**config.mk**
```make
export PLATFORM = sky130hd
export DESIGN_NAME = mrst_div
export DESIGN_NICKNAME = d
export VERILOG_FILES = /design/src/mrst_div.sv
export SDC_FILE = /design/constraint.sdc
export NUM_CORES = 1
export LEC_CHECK = 0
export BUFFER_PORTS_ARGS = -buffer_cell sky130_fd_sc_hd__buf_2
export CORE_ASPECT_RATIO = 1.25
export CORE_UTILIZATION = 40
export DETAILED_ROUTE_END_ITERATION = 8
export SYNTH_ARGS = -nofsm -noshare
export SYNTH_HDL_FRONTEND = slang
export SYNTH_SLANG_ARGS = --single-unit
```
**constraint.sdc**
```tcl
create_clock -name clk -period 4.3 [get_ports clk]
set_input_delay 0.43 -clock clk [delete_from_list [all_inputs] [get_ports clk]]
set_output_delay 0.43 -clock clk [all_outputs]
set_load 0.01 [all_outputs]
```
**src/mrst_div.sv**
```systemverilog
// Pipelined restoring divider, one quotient bit per stage, with sideband.
// Uses no package; the user must hold the divisor stable while requests are in flight (not enforced).
`timescale 1ns / 1ps
`default_nettype none

module mrst_div #(
	parameter int NUM_BITS  = 8,
	parameter int DIV_BITS  = 8,
	parameter int SIDE_BITS = 1
) (
	input  wire logic                 clk,
	input  wire logic                 arst_n,
	input  wire logic                 en,
	input  wire logic                 in_valid,
	input  wire logic [DIV_BITS-1:0]  in_rem,
	input  wire logic [NUM_BITS-1:0]  in_num,
	input  wire logic [SIDE_BITS-1:0] in_side,
	input  wire logic [DIV_BITS-1:0]  divisor,
	output logic                      out_valid,
	output logic [NUM_BITS-1:0]       out_quo,
	output logic [DIV_BITS-1:0]       out_rem,
	output logic [SIDE_BITS-1:0]      out_side
);

	logic                 vld_s  [1:NUM_BITS];
	logic [DIV_BITS-1:0]  rem_s  [1:NUM_BITS];
	logic [NUM_BITS-1:0]  acc_s  [1:NUM_BITS];
	logic [SIDE_BITS-1:0] side_s [1:NUM_BITS];

	for (genvar i = 0; i < NUM_BITS; i++) begin : g_step
		logic                 prev_vld;
		logic [DIV_BITS-1:0]  prev_rem;
		logic [NUM_BITS-1:0]  prev_acc;
		logic [SIDE_BITS-1:0] prev_side;
		logic [DIV_BITS:0]    cand;
		logic [DIV_BITS:0]    diff;
		logic                 ge;

		if (i == 0) begin : g_first
			assign prev_vld  = in_valid;
			assign prev_rem  = in_rem;
			assign prev_acc  = in_num;
			assign prev_side = in_side;
		end else begin : g_next
			assign prev_vld  = vld_s[i];
			assign prev_rem  = rem_s[i];
			assign prev_acc  = acc_s[i];
			assign prev_side = side_s[i];
		end

		// shift in the next numerator bit, subtract when it fits
		assign cand = {prev_rem, prev_acc[NUM_BITS-1]};
		assign ge   = cand >= {1'b0, divisor};
		assign diff = cand - {1'b0, divisor};

		always_ff @(posedge clk or negedge arst_n) begin
			if (!arst_n) begin
				vld_s[i+1] <= 1'b0;
			end else if (en) begin
				vld_s[i+1] <= prev_vld;
			end
		end

		always_ff @(posedge clk) begin
			if (en) begin
				rem_s[i+1]  <= ge ? diff[DIV_BITS-1:0] : cand[DIV_BITS-1:0];
				acc_s[i+1]  <= {prev_acc[NUM_BITS-2:0], ge};
				side_s[i+1] <= prev_side;
			end
		end
	end

	assign out_valid = vld_s[NUM_BITS];
	assign out_quo   = acc_s[NUM_BITS];
	assign out_rem   = rem_s[NUM_BITS];
	assign out_side  = side_s[NUM_BITS];

endmodule

`default_nettype wire

```
After elaboration in Yosys (flattened, before gate mapping)
Memory sizes are Yosys's and may differ from the RTL's. Cells that the tools add are included.

Memories: 3. Bits in writable memories: 136. Word-level logic and storage cells: 37. Register bits after elaboration: 8. Input bits: 29. Output and inout bits: 18.

Memory list: acc_s (depth 8, bits a word 8, rd ports 8, clocked after Yosys merged registers in 0, write ports 8, line 27) `logic [NUM_BITS-1:0] acc_s [1:NUM_BITS];`; rem_s (depth 8, bits a word 8, rd ports 8, clocked after Yosys merged registers in 0, write ports 8, line 26) `logic [DIV_BITS-1:0] rem_s [1:NUM_BITS];`; side_s (depth 8, bits a word 1, rd ports 8, clocked after Yosys merged registers in 0, write ports 8, line 28) `logic [SIDE_BITS-1:0] side_s [1:NUM_BITS];`.

Order comparisons: 8. Mux-type cells: 10. $add $sub $neg: 8.

Operators with widths (count): $ge A9 B8 Y1 (8); $mux W8 (8); $sub A8 B8 Y8 (8); $mux W1 (2).

Logic depth before layout (Yosys ltp)
Word-level depth: 2. Mapped depth: 8.

Worst setup path after synthesis
OpenSTA, ideal clock, no wires.

Path type: input -> register. Start point: input divisor[5]. End point: register, netlist name rem_s[0][18]. Setup slack: 1936 ps. Stages: 8. Path buffers: 1. Arrival: 2103 ps. Data required time: 4040 ps. Cells stage by stage: inv_1 ha_1 buf_6 nand3_1 o21ai_1 a211o_1 a31oi_4 mux2_4.

RTL lines: start: declaration (line 18) `input wire logic [DIV_BITS-1:0] divisor,`.

==> metrics.cfg <==
[outcome]
status = finished clean

[clock_tree]
clock-sinks = 144
cts_buffer_depth = 2
post_cts.repair.setup_buffers = 0
cts_buffers = 17
cts_resized = 0
cts_tree = done
hold_buffers = 1
cts-root-buf = clkbuf_16
clk_pin_slew_worst_paths_ns = 0.06
clk_latency_ns = 0.42
h-tree-depth = 4

[global_route]
grt_pass1_vias = 5243
grt_overflow = 0
grt_pass1_wl_mm = 25.74
antenna_found_initial = 0
grt_max_degree = 93
grt_usage = 0.1650

[timing]
tightestPinTransition_ns = 0.8339
rsz0062_at_grt = false
finalSetupViolations = 0
period_minus_slack_ns = 2.603
clock_skew_ns = 0.008147
fmax_ghz = 0.3842
slew_headroom = 0.4440
slew_viol_final = 0
timing.setup.tns_ns = 0
hold_viol_final = 0
fin_crit_sh = 0.6053

[yosys]
synth_area_leaders = edfxtp_1, ha_1, mux2_2
yosys.area.top_type = edfxtp_1
syn_nets = 723
synth.top_cell.area_share = 0.5079
ys_ff_latch = 144
netlist_instances = 622
syn_area_um2 = 8041
postSynthAreaPerCell_um2 = 12.93
synthTopCellsByCount = edfxtp_1, ha_1, inv_1, a21oi_1, mux2_2
yosysMostFrequentCell = edfxtp_1
async_flop_share = 0.05556
yosysSeqAreaShare = 0.5328
synth_cell_type_count = 56
yosys_warnings = 0
synthFlopType = edfxtp_1
synth_edf_count = 136

[routing]
post_drt_wl_per_cell_um = 16.28
via_per_inst = 5.263
drt-pass1-iter-count = 4
routed_wl_mm = 15.61
antenna_left = 0
vias = 5047
drtIter0Drc = 216
drc_errors = 0

[critical_path]
reg2reg_slack_ns = 1.83
critPathSlowestCell = a31oi_4
critPathMaxFanout = 9
rr_endpoint = rem_s[0][31]$_DFFE_PP_
crit_buf_inv = 2
reg2regPathDepth = 7
cp-endpoint = rem_s[0][19]$_DFFE_PP_
cp_data_arrival_time_ns = 2.77
crit_cells = 8
r2r_start = rem_s[0][21]$_DFFE_PP_
crit_family = buffers and inverters
setup.worst_path.start = divisor[1]
cp-start-kind = input pin
cp_cell_sequence = buf_2 > inv_1 > ha_1 > nor2b_1 > o21bai_1 > nand3b_1 > a31oi_4 > mux2_4
max_stage_delay_ns = 0.41
crit_path_end_kind = flip-flop
crit_required_ns = 4.47
crit_type = input pin to flip-flop

[placed_design]
post_dp_cell_area_um2 = 8564
place_congestion = 0.8583
dp_hpwl_mm = 11.24
port_buffers = 46

[hold_path]
worstHoldPathType = input pin to flip-flop
min_from = in_num[5]

[floorplanning]
rows = 57
ioPinCount = 47
initial_core_util = 0.4115
die_area_um2 = 20680
coreArea_um2 = 19540
die_w_um = 128.8
die_height_um = 160.5

[power_and_ir_drop]
powerDensity_nw_per_um2 = 602.0
power.leakage_nw = 3.625
vdd_drop_max_v = 0.0002994

[layout]
final_layout_size_suffix_gt1_frac = 0.1873
area_growth_pct = 13.32
nFillCells = 1769
insertedDiodeCount = 0
final_nets = 782
stdcell_area_um2 = 9112

[run]
cap_violations = 0

registers in the layout (all words and copies together), names as in the netlist:
name,cells
out_valid,1
acc_s,64
side_s,8
rem_s,64
g_step.prev_vld,7
through the flow:
stage / util / setup WS [ns] / power, mW / instances / hold slack, ns
finish: 0.4663 / 1.697 / 5.486 / 959 / 0.1799
global placement: 0.4383 / 1.261 / 4.082 / 926 / 0.2678
CTS: 0.4663 / 1.644 / 5.533 / 959 / 0.1613
global route: 0.4663 / 1.457 / 5.847 / 959 / 0.1614
floorplan: - / 1.936 / 3.696 / 622 / 0.1344
detailed placement: 0.4383 / 1.205 / 4.150 / 926 / 0.2786
cell families (layout without fill, tap and decap cells):
group                    after synthesis  after routing  share of synthesized area
AO/OA/AOI/OAI                        153            153                     0.1416
flip-flops                           144            144                     0.5328
AND/OR/NAND/NOR                      116            116                    0.07251
adder cells (fa/ha/maj)               72             72                     0.1195
buffers and inverters                 59            131                    0.03221
multiplexers                          53             53                    0.07422
XOR/XNOR                              25             25                    0.02723
worst min path at each step:
stage | cells after the start | endpoint | slack, ns
2_1_floorplan | 0 | g_step[1].prev_vld$_DFFE_PN0P_ | 0.13
3_3_place_gp | 1 | out_valid$_DFFE_PN0P_ | 0.27
3_5_place_dp | 1 | out_valid$_DFFE_PN0P_ | 0.28
4_1_cts | 1 | acc_s[0][15]$_DFFE_PP_ | 0.16
5_1_grt | 1 | acc_s[0][14]$_DFFE_PP_ | 0.16
6_report | 1 | acc_s[0][14]$_DFFE_PP_ | 0.18
layout make-up:
type	instances	area, µm²	area share
repair buffers	52	284.0	0.03117
clock inverters	11	76.32	0.008376
clock buffers	21	461.7	0.05067
well taps	265	331.6	0.03639
flip-flops and latches	144	4284	0.4701
multi-input cells	419	3498	0.3839
inverters	47	176.4	0.01936
routing by layer:
layer / part of all wire / vias up / GRT usage
met5: 0 / - / 0
met1: 0.41 / 2450 / 0.1793
li1: - / 2478 / -
met4: 0.034 / 0 / 0.08021
met2: 0.53 / 87 / 0.2963
met3: 0.030 / 32 / 0.04031
cells in the final DEF (no fill, tap or decap), types with 13 or more instances in the layout:
master,count
a21o_1,14
a21oi_1,34
buf_2,45
clkbuf_16,18
edfxtp_1,136
ha_1,64
inv_1,47
mux2_2,32
mux2i_1,15
nand2_1,25
nand3_1,13
nor2_1,25
nor2b_1,17
o21a_1,28
o21ai_0,22
xnor2_1,20
power breakdown:
part	total (mW)	internal (mW)	leakage (nW)	switching [mW]
clock network	1.35	0.776	0.272	0.579
logic	2.00	0.969	1.94	1.03
registers	2.13	1.99	1.42	0.146
total	5.49	3.73	3.63	1.75
(Power assumes the default switching activity.)
